**src/rtl/core/abpf_pkg.sv**
```systemverilog
// ----------------------------------------------------------------------------
// abpf_pkg
// Shared types and constants of the alpha blend pixel pipeline.
// ----------------------------------------------------------------------------
package abpf_pkg;

  // Conversion selected by the format_mode register
  typedef enum logic [1:0] {
    MODE_RGBA8     = 2'd0,
    MODE_RGB8      = 2'd1,
    MODE_RGB565    = 2'd2,
    MODE_RGBA4_565 = 2'd3
  } mode_t;

  // Configuration register indices
  localparam int unsigned CFG_IDX_W = 8;
  localparam logic [CFG_IDX_W-1:0] REG_GLOBAL_ALPHA = 8'd0;
  localparam logic [CFG_IDX_W-1:0] REG_FORMAT_MODE  = 8'd1;

  // floor(x/15) == (x*2185) >> 15 for every x up to 255*15
  localparam logic [11:0] RECIP15       = 12'd2185;
  localparam int unsigned RECIP15_SHIFT = 15;

  localparam int unsigned NCH = 3;

  typedef struct packed {
    logic [7:0] global_alpha;
    mode_t      mode;
  } cfg_t;

  // After stage 1: raw alpha product and per-channel operands
  typedef struct packed {
    mode_t                mode;
    logic [15:0]          aprod;
    logic [NCH-1:0][15:0] s;
    logic [NCH-1:0][15:0] d;
    logic [31:0]          pass;
    logic                 last;
  } s1_t;

  // After stage 2: weights resolved
  typedef struct packed {
    mode_t                mode;
    logic [15:0]          w;
    logic [15:0]          one;
    logic                 zero;
    logic [NCH-1:0][15:0] s;
    logic [NCH-1:0][15:0] d;
    logic [31:0]          pass;
    logic                 last;
  } s2_t;

  // After stage 3: products
  typedef struct packed {
    mode_t                mode;
    logic [NCH-1:0][31:0] pw;
    logic [NCH-1:0][31:0] po;
    logic                 zero;
    logic [31:0]          pass;
    logic                 last;
  } s3_t;

  // Occupancy of a pair of stages and the mode of its later stage
  typedef struct packed {
    logic [1:0] vld;
    mode_t      mode;
  } stat_t;

endpackage

```
**src/rtl/core/abpf_if.sv**
```systemverilog
// ----------------------------------------------------------------------------
// abpf_if
// Handshake channels of the blend pipeline: pixels in, pixels out, config.
// ----------------------------------------------------------------------------
interface abpf_pix_in_if;
  logic        valid;
  logic        ready;
  logic [31:0] src_pixel;
  logic [31:0] dst_pixel;
  logic        last_pixel;

  modport source (output valid, src_pixel, dst_pixel, last_pixel, input ready);
  modport sink   (input valid, src_pixel, dst_pixel, last_pixel, output ready);
endinterface

interface abpf_pix_out_if;
  logic        valid;
  logic        ready;
  logic [31:0] out_pixel;
  logic        written;
  logic        last_out;

  modport source (output valid, out_pixel, written, last_out, input ready);
  modport sink   (input valid, out_pixel, written, last_out, output ready);
endinterface

interface abpf_cfg_if;
  logic       valid;
  logic       ready;
  logic [7:0] index;
  logic [7:0] data;

  modport source (output valid, index, data, input ready);
  modport sink   (input valid, index, data, output ready);
endinterface

```
**src/rtl/core/abpf_cfg.sv**
```systemverilog
// ----------------------------------------------------------------------------
// abpf_cfg
// Configuration registers: global alpha and format mode.
// ----------------------------------------------------------------------------
module abpf_cfg
  import abpf_pkg::*;
(
  input  logic             clk,
  input  logic             rst,
  abpf_cfg_if.sink         cfg,
  output cfg_t             cfg_q
);

  logic [7:0] global_alpha;
  mode_t      mode;

  assign cfg.ready = 1'b1;

  always_ff @(posedge clk) begin
    if (rst) begin
      global_alpha <= 8'd255;
      mode         <= MODE_RGBA8;
    end else if (cfg.valid && cfg.ready) begin
      // writes to unknown indices are dropped
      if (cfg.index == REG_GLOBAL_ALPHA) begin
        global_alpha <= cfg.data;
      end else if (cfg.index == REG_FORMAT_MODE) begin
        mode <= mode_t'(cfg.data[1:0]);
      end
    end
  end

  assign cfg_q.global_alpha = global_alpha;
  assign cfg_q.mode         = mode;

endmodule

```
**src/rtl/core/abpf_front.sv**
```systemverilog
// ----------------------------------------------------------------------------
// abpf_front
// Stages 1 and 2: unpack operands, alpha product, blend weights.
// ----------------------------------------------------------------------------
module abpf_front
  import abpf_pkg::*;
(
  input  logic       clk,
  input  logic       rst,
  input  cfg_t       cfg_q,
  abpf_pix_in_if.sink pix_in,
  output s2_t        s2,
  output logic       s2_valid,
  input  logic       s2_ready,
  output stat_t      stat
);

  s1_t  s1, s1_next;
  s2_t  s2_next;
  logic v1, v2;
  logic load1, load2;
  logic [7:0]  a_op;
  logic [23:0] q15;
  logic [31:0] src, dst;

  assign load2 = !v2 || s2_ready;
  assign load1 = !v1 || load2;
  assign pix_in.ready = load1;

  assign src = pix_in.src_pixel;
  assign dst = pix_in.dst_pixel;

  // stage 1: operand unpack per format
  always_comb begin
    s1_next.mode = cfg_q.mode;
    s1_next.last = pix_in.last_pixel;
    a_op = (cfg_q.mode == MODE_RGBA4_565) ? {4'd0, src[3:0]} : src[31:24];
    s1_next.aprod = 16'(cfg_q.global_alpha) * 16'(a_op);
    s1_next.s = '0;
    s1_next.d = '0;
    s1_next.pass = '0;
    case (cfg_q.mode)
      MODE_RGBA8, MODE_RGB8: begin
        for (int c = 0; c < NCH; c++) begin
          s1_next.s[c] = {8'd0, src[8*c +: 8]};
          s1_next.d[c] = {8'd0, dst[8*c +: 8]};
        end
        s1_next.pass = (cfg_q.mode == MODE_RGBA8) ? dst : {8'd0, dst[23:0]};
      end
      MODE_RGB565: begin
        // source blue lands in the top field
        s1_next.s[2] = {8'd0, src[23:16]};
        s1_next.d[2] = {8'd0, dst[15:11], 3'd0};
        s1_next.s[1] = {8'd0, src[15:8]};
        s1_next.d[1] = {8'd0, dst[10:5], 2'd0};
        s1_next.s[0] = {8'd0, src[7:0]};
        s1_next.d[0] = {8'd0, dst[4:0], 3'd0};
        s1_next.pass = {16'd0, dst[15:0]};
      end
      MODE_RGBA4_565: begin
        // 4-bit fields widened with a half-LSB bit, kept at 565 alignment
        s1_next.s[2] = {src[15:12], 1'b1, 11'd0};
        s1_next.d[2] = {dst[15:11], 11'd0};
        s1_next.s[1] = {5'd0, src[11:8], 1'b1, 6'd0};
        s1_next.d[1] = {5'd0, dst[10:5], 5'd0};
        s1_next.s[0] = {11'd0, src[7:4], 1'b1};
        s1_next.d[0] = {11'd0, dst[4:0]};
        s1_next.pass = {16'd0, dst[15:0]};
      end
      default: begin
        s1_next.pass = dst;
      end
    endcase
  end

  // stage 2: weights
  assign q15 = 24'(s1.aprod[11:0]) * 24'(RECIP15);

  always_comb begin
    s2_next.mode = s1.mode;
    s2_next.s    = s1.s;
    s2_next.d    = s1.d;
    s2_next.pass = s1.pass;
    s2_next.last = s1.last;
    case (s1.mode)
      MODE_RGBA8, MODE_RGB8: s2_next.w = s1.aprod;
      MODE_RGB565:           s2_next.w = {8'd0, s1.aprod[15:8]};
      MODE_RGBA4_565:        s2_next.w = {8'd0, q15[RECIP15_SHIFT +: 8]};
      default:               s2_next.w = s1.aprod;
    endcase
    s2_next.one  = (s1.mode == MODE_RGBA8 || s1.mode == MODE_RGB8) ?
                   16'hFFFF - s2_next.w : 16'd255 - s2_next.w;
    s2_next.zero = (s2_next.w == 16'd0);
  end

  always_ff @(posedge clk) begin
    if (rst) begin
      v1 <= 1'b0;
      v2 <= 1'b0;
    end else begin
      if (load1) v1 <= pix_in.valid;
      if (load2) v2 <= v1;
    end
  end

  always_ff @(posedge clk) begin
    if (load1 && pix_in.valid) s1 <= s1_next;
    if (load2 && v1)           s2 <= s2_next;
  end

  assign s2_valid  = v2;
  assign stat.vld  = {v2, v1};
  assign stat.mode = s2.mode;

endmodule

```
**src/rtl/core/abpf_mix.sv**
```systemverilog
// ----------------------------------------------------------------------------
// abpf_mix
// Stages 3 and 4: channel products, then sum, field extract and pack.
// ----------------------------------------------------------------------------
module abpf_mix
  import abpf_pkg::*;
(
  input  logic          clk,
  input  logic          rst,
  input  s2_t           s2,
  input  logic          s2_valid,
  output logic          s2_ready,
  abpf_pix_out_if.source pix_out,
  output stat_t         stat
);

  s3_t  s3, s3_next;
  logic v3, v4;
  logic load3, load4;
  logic [NCH-1:0][31:0] sum;
  logic [31:0] res;
  logic [31:0] out_pixel;
  logic        written;
  logic        last_out;
  mode_t       out_mode;

  assign load4 = !v4 || pix_out.ready;
  assign load3 = !v3 || load4;
  assign s2_ready = load3;

  // stage 3: one pair of multipliers per channel
  always_comb begin
    s3_next.mode = s2.mode;
    s3_next.zero = s2.zero;
    s3_next.pass = s2.pass;
    s3_next.last = s2.last;
    for (int c = 0; c < NCH; c++) begin
      s3_next.pw[c] = 32'(s2.w)   * 32'(s2.s[c]);
      s3_next.po[c] = 32'(s2.one) * 32'(s2.d[c]);
    end
  end

  // stage 4: sum and pack
  always_comb begin
    for (int c = 0; c < NCH; c++) begin
      sum[c] = s3.pw[c] + s3.po[c];
    end
    case (s3.mode)
      MODE_RGBA8:     res = {8'hFF, sum[2][23:16], sum[1][23:16], sum[0][23:16]};
      MODE_RGB8:      res = {8'h00, sum[2][23:16], sum[1][23:16], sum[0][23:16]};
      MODE_RGB565:    res = {16'd0, sum[2][15:11], sum[1][15:10], sum[0][15:11]};
      MODE_RGBA4_565: res = {16'd0, sum[2][23:19], sum[1][18:13], sum[0][12:8]};
      default:        res = s3.pass;
    endcase
  end

  always_ff @(posedge clk) begin
    if (rst) begin
      v3 <= 1'b0;
      v4 <= 1'b0;
    end else begin
      if (load3) v3 <= s2_valid;
      if (load4) v4 <= v3;
    end
  end

  always_ff @(posedge clk) begin
    if (load3 && s2_valid) s3 <= s3_next;
    if (load4 && v3) begin
      out_pixel <= s3.zero ? s3.pass : res;
      written   <= !s3.zero;
      last_out  <= s3.last;
      out_mode  <= s3.mode;
    end
  end

  assign pix_out.valid     = v4;
  assign pix_out.out_pixel = out_pixel;
  assign pix_out.written   = written;
  assign pix_out.last_out  = last_out;
  assign stat.vld          = {v4, v3};
  assign stat.mode         = out_mode;

endmodule

```
**src/rtl/core/alpha_blend_pixel_formats.sv**
```systemverilog
// ----------------------------------------------------------------------------
// alpha_blend_pixel_formats
// Source-over blend of one pixel onto another with a global alpha.
// ----------------------------------------------------------------------------
// Four-stage pipeline taking one pixel request per clock while the output
// side is not stalled, and returning one result per request, in order.
// Stage 1 unpacks the source and destination fields for the selected format
// and forms global_alpha * source alpha; stage 2 turns that into the weight
// pair (w, full-w), the /15 of the RGBA4 mode done as a reciprocal multiply;
// stage 3 holds two multipliers per colour channel; stage 4 adds, extracts
// the fields and packs them into the output register.
// Each stage loads whenever it is empty or the stage after it moves, so
// bubbles close up and input ready only drops once all four stages are full
// and the output is stalled. A zero weight passes the destination through
// with written clear. Configuration writes take effect on the next pixel
// accepted and must only be made while the pipeline is empty.
// ----------------------------------------------------------------------------
module alpha_blend_pixel_formats
  import abpf_pkg::*;
(
  input  logic           clk,
  input  logic           rst,
  abpf_cfg_if.sink       cfg,
  abpf_pix_in_if.sink    pix_in,
  abpf_pix_out_if.source pix_out
);

  cfg_t  cfg_q;
  s2_t   s2;
  logic  s2_valid;
  logic  s2_ready;
  stat_t front_stat;
  stat_t mix_stat;

  // register file
  abpf_cfg u_cfg (
    .clk   (clk),
    .rst   (rst),
    .cfg   (cfg),
    .cfg_q (cfg_q)
  );

  // unpack and weight stages
  abpf_front u_front (
    .clk      (clk),
    .rst      (rst),
    .cfg_q    (cfg_q),
    .pix_in   (pix_in),
    .s2       (s2),
    .s2_valid (s2_valid),
    .s2_ready (s2_ready),
    .stat     (front_stat)
  );

  // multiply and pack stages
  abpf_mix u_mix (
    .clk      (clk),
    .rst      (rst),
    .s2       (s2),
    .s2_valid (s2_valid),
    .s2_ready (s2_ready),
    .pix_out  (pix_out),
    .stat     (mix_stat)
  );

  // back-pressure at the input only with every stage occupied
  a_full_stall: assert property (@(posedge clk) disable iff (rst)
    !pix_in.ready |-> (&front_stat.vld && &mix_stat.vld))
    else $error("input stalled with a bubble in the pipeline");

  // a blended RGBA8 pixel carries an opaque alpha byte
  a_rgba8_alpha: assert property (@(posedge clk) disable iff (rst)
    (pix_out.valid && pix_out.written && mix_stat.mode == MODE_RGBA8)
      |-> pix_out.out_pixel[31:24] == 8'hFF)
    else $error("RGBA8 blend without opaque alpha");

  // 565 results never set the upper half
  a_565_upper: assert property (@(posedge clk) disable iff (rst)
    (pix_out.valid && (mix_stat.mode == MODE_RGB565 || mix_stat.mode == MODE_RGBA4_565))
      |-> pix_out.out_pixel[31:16] == 16'd0)
    else $error("565 result with upper bits set");

  // RGB8 results never set the top byte
  a_rgb8_upper: assert property (@(posedge clk) disable iff (rst)
    (pix_out.valid && mix_stat.mode == MODE_RGB8) |-> pix_out.out_pixel[31:24] == 8'd0)
    else $error("RGB8 result with top byte set");

endmodule

```
**src/flat_wrapper.sv**
```systemverilog
// flat-port wrapper written by rule: the top's interface ports become plain ports
module alpha_blend_pixel_formats_flat import abpf_pkg::*;
  (clk, rst, cfg_valid, cfg_index, cfg_data, cfg_ready, pix_in_valid, pix_in_src_pixel, pix_in_dst_pixel, pix_in_last_pixel, pix_in_ready, pix_out_valid, pix_out_out_pixel, pix_out_written, pix_out_last_out, pix_out_ready);
  abpf_cfg_if cfg_i ();
  abpf_pix_in_if pix_in_i ();
  abpf_pix_out_if pix_out_i ();
  input  logic clk;
  input  logic rst;
  input wire logic [$bits(cfg_i.valid)-1:0] cfg_valid;
  input wire logic [$bits(cfg_i.index)-1:0] cfg_index;
  input wire logic [$bits(cfg_i.data)-1:0] cfg_data;
  output wire logic [$bits(cfg_i.ready)-1:0] cfg_ready;
  input wire logic [$bits(pix_in_i.valid)-1:0] pix_in_valid;
  input wire logic [$bits(pix_in_i.src_pixel)-1:0] pix_in_src_pixel;
  input wire logic [$bits(pix_in_i.dst_pixel)-1:0] pix_in_dst_pixel;
  input wire logic [$bits(pix_in_i.last_pixel)-1:0] pix_in_last_pixel;
  output wire logic [$bits(pix_in_i.ready)-1:0] pix_in_ready;
  output wire logic [$bits(pix_out_i.valid)-1:0] pix_out_valid;
  output wire logic [$bits(pix_out_i.out_pixel)-1:0] pix_out_out_pixel;
  output wire logic [$bits(pix_out_i.written)-1:0] pix_out_written;
  output wire logic [$bits(pix_out_i.last_out)-1:0] pix_out_last_out;
  input wire logic [$bits(pix_out_i.ready)-1:0] pix_out_ready;
  assign cfg_i.valid = cfg_valid;
  assign cfg_i.index = cfg_index;
  assign cfg_i.data = cfg_data;
  assign cfg_ready = cfg_i.ready;
  assign pix_in_i.valid = pix_in_valid;
  assign pix_in_i.src_pixel = pix_in_src_pixel;
  assign pix_in_i.dst_pixel = pix_in_dst_pixel;
  assign pix_in_i.last_pixel = pix_in_last_pixel;
  assign pix_in_ready = pix_in_i.ready;
  assign pix_out_valid = pix_out_i.valid;
  assign pix_out_out_pixel = pix_out_i.out_pixel;
  assign pix_out_written = pix_out_i.written;
  assign pix_out_last_out = pix_out_i.last_out;
  assign pix_out_i.ready = pix_out_ready;
  alpha_blend_pixel_formats u_core (.clk(clk), .rst(rst), .cfg(cfg_i), .pix_in(pix_in_i), .pix_out(pix_out_i));
endmodule
```
**config.mk**
```make
export PLATFORM = sky130hd
export DESIGN_NAME = alpha_blend_pixel_formats_flat
export DESIGN_NICKNAME = d
export VERILOG_FILES = /design/src/rtl/core/abpf_pkg.sv /design/src/rtl/core/abpf_if.sv /design/src/rtl/core/abpf_cfg.sv /design/src/rtl/core/abpf_front.sv /design/src/rtl/core/abpf_mix.sv /design/src/rtl/core/alpha_blend_pixel_formats.sv /design/src/flat_wrapper.sv
export SDC_FILE = /design/constraint.sdc
export NUM_CORES = 2
export LEC_CHECK = 0
export ABC_AREA = 1
export ABC_CLOCK_PERIOD_IN_PS = 10220
export BUFFER_PORTS_ARGS = -buffer_cell sky130_fd_sc_hd__buf_2
export CORE_MARGIN = 4
export CORE_UTILIZATION = 26
export CTS_CLUSTER_SIZE = 12
export DETAILED_ROUTE_END_ITERATION = 10
export HOLD_SLACK_MARGIN = 0.02
export SLEW_MARGIN = 20
export SYNTH_ARGS = -nofsm -noshare
export SYNTH_HDL_FRONTEND = slang
export SYNTH_SLANG_ARGS = --single-unit
export TNS_END_PERCENT = 100
```
**constraint.sdc**
```tcl
create_clock -name clk -period 10.22 [get_ports clk]
set_clock_uncertainty 0.2 [all_clocks]
set_input_delay 0.511 -clock clk [delete_from_list [all_inputs] [get_ports clk]]
set_output_delay 0.511 -clock clk [all_outputs]
set_load 0.01 [all_outputs]
```
==> results.py <==
metrics = {
    "run_status": {
        "status": "finished clean",
    },
    "clock_network": {
        "cts_resized": 0,
        "cts_buffers": 52,
        "htree_levels": 2,
        "clkSinkCount": 469,
        "cts_tree": "done",
        "root_buffer": "clkbuf_16",
        "clk_pin_slew_ps": 60,
        "clk_latency_ps": 660,
        "clock_path_buffers": 3,
    },
    "placed_design": {
        "portBuffers": 121,
        "placed_cells": 9497,
        "place.gp.congestion": 0.903,
        "dp_hpwl_microns": 122000,
    },
    "critical_path": {
        "start_kind": "flip-flop",
        "cp_max_fo": 16,
        "cp.arrival_ps": 6460,
        "endpoint_kind": "flip-flop",
        "critPathKind": "flip-flop to flip-flop",
        "required_ps": 10410,
    },
    "synthesis": {
        "syn-num-nets": 8172,
        "synth_top_area_frac": 0.247,
        "synth_flop_cell": "edfxtp_1",
        "synthCells": 6710,
        "synth.ff_latch_count": 469,
        "yosysWarnings": 0,
        "yosysUniqueCellTypes": 59,
        "synth_area_sq_um": 57200,
        "synth_edf_count": 455,
        "yosysSeqAreaShare": 0.244,
        "yosysTopAreaCell": "fa_1",
        "synth_area_leaders": "fa_1, edfxtp_1, ha_1",
        "synth.avg_cell_area_sq_um": 8.52,
        "synthArstFlopShare": 0,
    },
    "routing": {
        "num_vias": 42800,
        "routed_wl_microns": 158000,
        "drcViolationCount": 0,
        "ant_nets": 0,
        "viasPerCell": 4.43,
        "first_pass_iters": 6,
        "wl_per_cell_microns": 16.4,
        "first_iter_violations": 2877,
    },
    "finish": {
        "nets": 8216,
        "most-common-layout-cells": "inv_1, nand2_1, fa_1, ha_1, edfxtp_1",
        "instances_no_fill": 9648,
        "regArea_sq_um": 13900,
        "final_common_cell": "inv_1",
        "syn_to_final_growth_pct": 10.4,
        "drive_above_1_share": 0.0450,
        "fillCellCount": 22900,
        "antenna_cells": 0,
        "multi_input_area_sq_um": 35100,
    },
    "sta": {
        "finalMaxSlewViolations": 0,
        "min_period_ps": 6270,
        "finalSetupViolCount": 0,
        "rsz0062_at_grt": "false",
        "fin_crit_sh": 0.613,
        "maxSlewHeadroom": 0.271,
        "fmax_mhz": 160,
        "hold_viol_final": 0,
        "worstMarginPinSlew_ps": 1090,
        "setup_tns_ps": 0,
    },
    "grt": {
        "grt_use_met1": 0.184,
        "busiest_layer": "met2",
        "grt_antenna_before_repair": 7,
        "grt_pass1_wl_microns": 249000,
        "grt.overflow.total": 0,
        "grtUsageMet3": 0.0177,
        "grt_max_degree": 74,
        "grt_use_met2": 0.234,
        "grt_use_total": 0.138,
        "grt_pass1_vias": 44700,
    },
    "job": {
        "maxCapViolations": 0,
    },
    "floorplan": {
        "core_area_sq_um": 218000,
        "die_y_microns": 477,
        "fp.dieW_microns": 477,
        "rows": 171,
        "die_area_sq_um": 227000,
        "io_pins": 123,
        "start_util": 0.262,
    },
    "hold_path": {
        "hold_path.class": "primary input to flip-flop",
    },
}
[layer usage]
metal | part of all wire | routed length (microns) | vias up
met4 | 0.028 | 4500 | 0
met1 | 0.44 | 69700 | 21200
li1 | - | - | 20200
met5 | 0 | 0 | -
met3 | 0.057 | 9020 | 228
met2 | 0.47 | 75000 | 1183
[per-stage QoR]
stage | setup WS [ps] | util | hold slack [ps] | area [sq um]
floorplan | 3860 | - | 200 | 57200
global placement | 4050 | 0.279 | 200 | 60800
detailed placement | 4010 | 0.279 | 205 | 60800
CTS | 3950 | 0.289 | 23.6 | 63100
global route | 3620 | 0.289 | 36.9 | 63100
finish | 3950 | 0.289 | 50.9 | 63100
[worst paths after layout]
check | from | to | slack, ps | cells after the start
setup / recovery | u_core.u_front.s2[51]$_DFFE_PP_ | u_core.u_mix.s3[88]$_DFFE_PP_ | 3950 | 16
hold / removal | pix_in_src_pixel[19] | u_core.u_front.s1[116]$_DFFE_PP_ | 50 | 3
setup reg to reg | u_core.u_front.s2[51]$_DFFE_PP_ | u_core.u_mix.s3[88]$_DFFE_PP_ | 3950 | 16
hold reg to reg | u_core.u_front.s2[0]$_DFFE_PP_ | u_core.u_mix.s3[0]$_DFFE_PP_ | 210 | 0
[flip-flops by register name, indices dropped and copies added (netlist names)]
register and count:
u_core.u_mix.pix_out.written 1, u_core.u_mix.v3 1, u_core.u_front.s2_valid 1, u_core.u_cfg.mode 2
u_core.u_mix.s3 180, u_core.u_mix.pix_out.last_out 1, u_core.u_mix.pix_out.out_pixel 32, u_core.u_front.s1 112
u_core.u_cfg.global_alpha 8, u_core.u_front.s2 129, u_core.u_front.v1 1, u_core.u_mix.pix_out.valid 1
[area by class of cell]
class                   instances  area share
repair buffers                224      0.0241
inverters                    1920       0.114
well taps                    2854      0.0566
multi-input cells            4087       0.557
flip-flops and latches        469       0.221
clock buffers                  65      0.0217
clock inverters                29     0.00522
[what timing repair did]
action / in CTS / in global routing
buffers inserted: 0 / 0
hold buffers: 57 / 0
endpoints found under the hold margin: 63 / 0
[cells in the mapped netlist, types with 16 or more instances]
cell / number
a21o_1: 24
a21oi_1: 223
clkbuf_1: 211
edfxtp_1: 455
fa_1: 705
ha_1: 671
inv_1: 1916
nand2_1: 1499
nand3_1: 133
nand4_1: 30
nor2_1: 271
nor3_1: 22
o211ai_1: 20
o21ai_0: 118
o21ai_1: 16
o21bai_1: 18
o22ai_1: 18
xnor2_1: 56
xor2_1: 125
[kinds of logic (layout without fill, tap and decap cells)]
group | Yosys count | count (layout) | share of synthesized area
xor gates and xnor gates | 181 | 181 | 0.0277
other | 1 | 1 | 0.0000656
buffers and inverters | 2154 | 2238 | 0.142
DFF | 469 | 469 | 0.244
and+or+nand+nor | 2031 | 2031 | 0.143
AOI/OAI and AO/OA | 498 | 498 | 0.0500
adders and majority gates | 1376 | 1376 | 0.394
[worst max-delay path, cell delays in order, from the launching register on]
cell	delay (ps)
edfxtp_1	920
nand2_1	170
fa_1	540
fa_1	470
fa_1	550
inv_1	60
fa_1	500
fa_1	500
inv_1	50
fa_1	470
inv_1	40
ha_1	330
a21oi_1	290
o21ai_0	150
a221oi_1	390
nand3_1	170
xor2_1	200
Power is left out: the tool's default activity adds up to more than one toggle a clock period on the data nets, which glitch-free logic cannot reach.
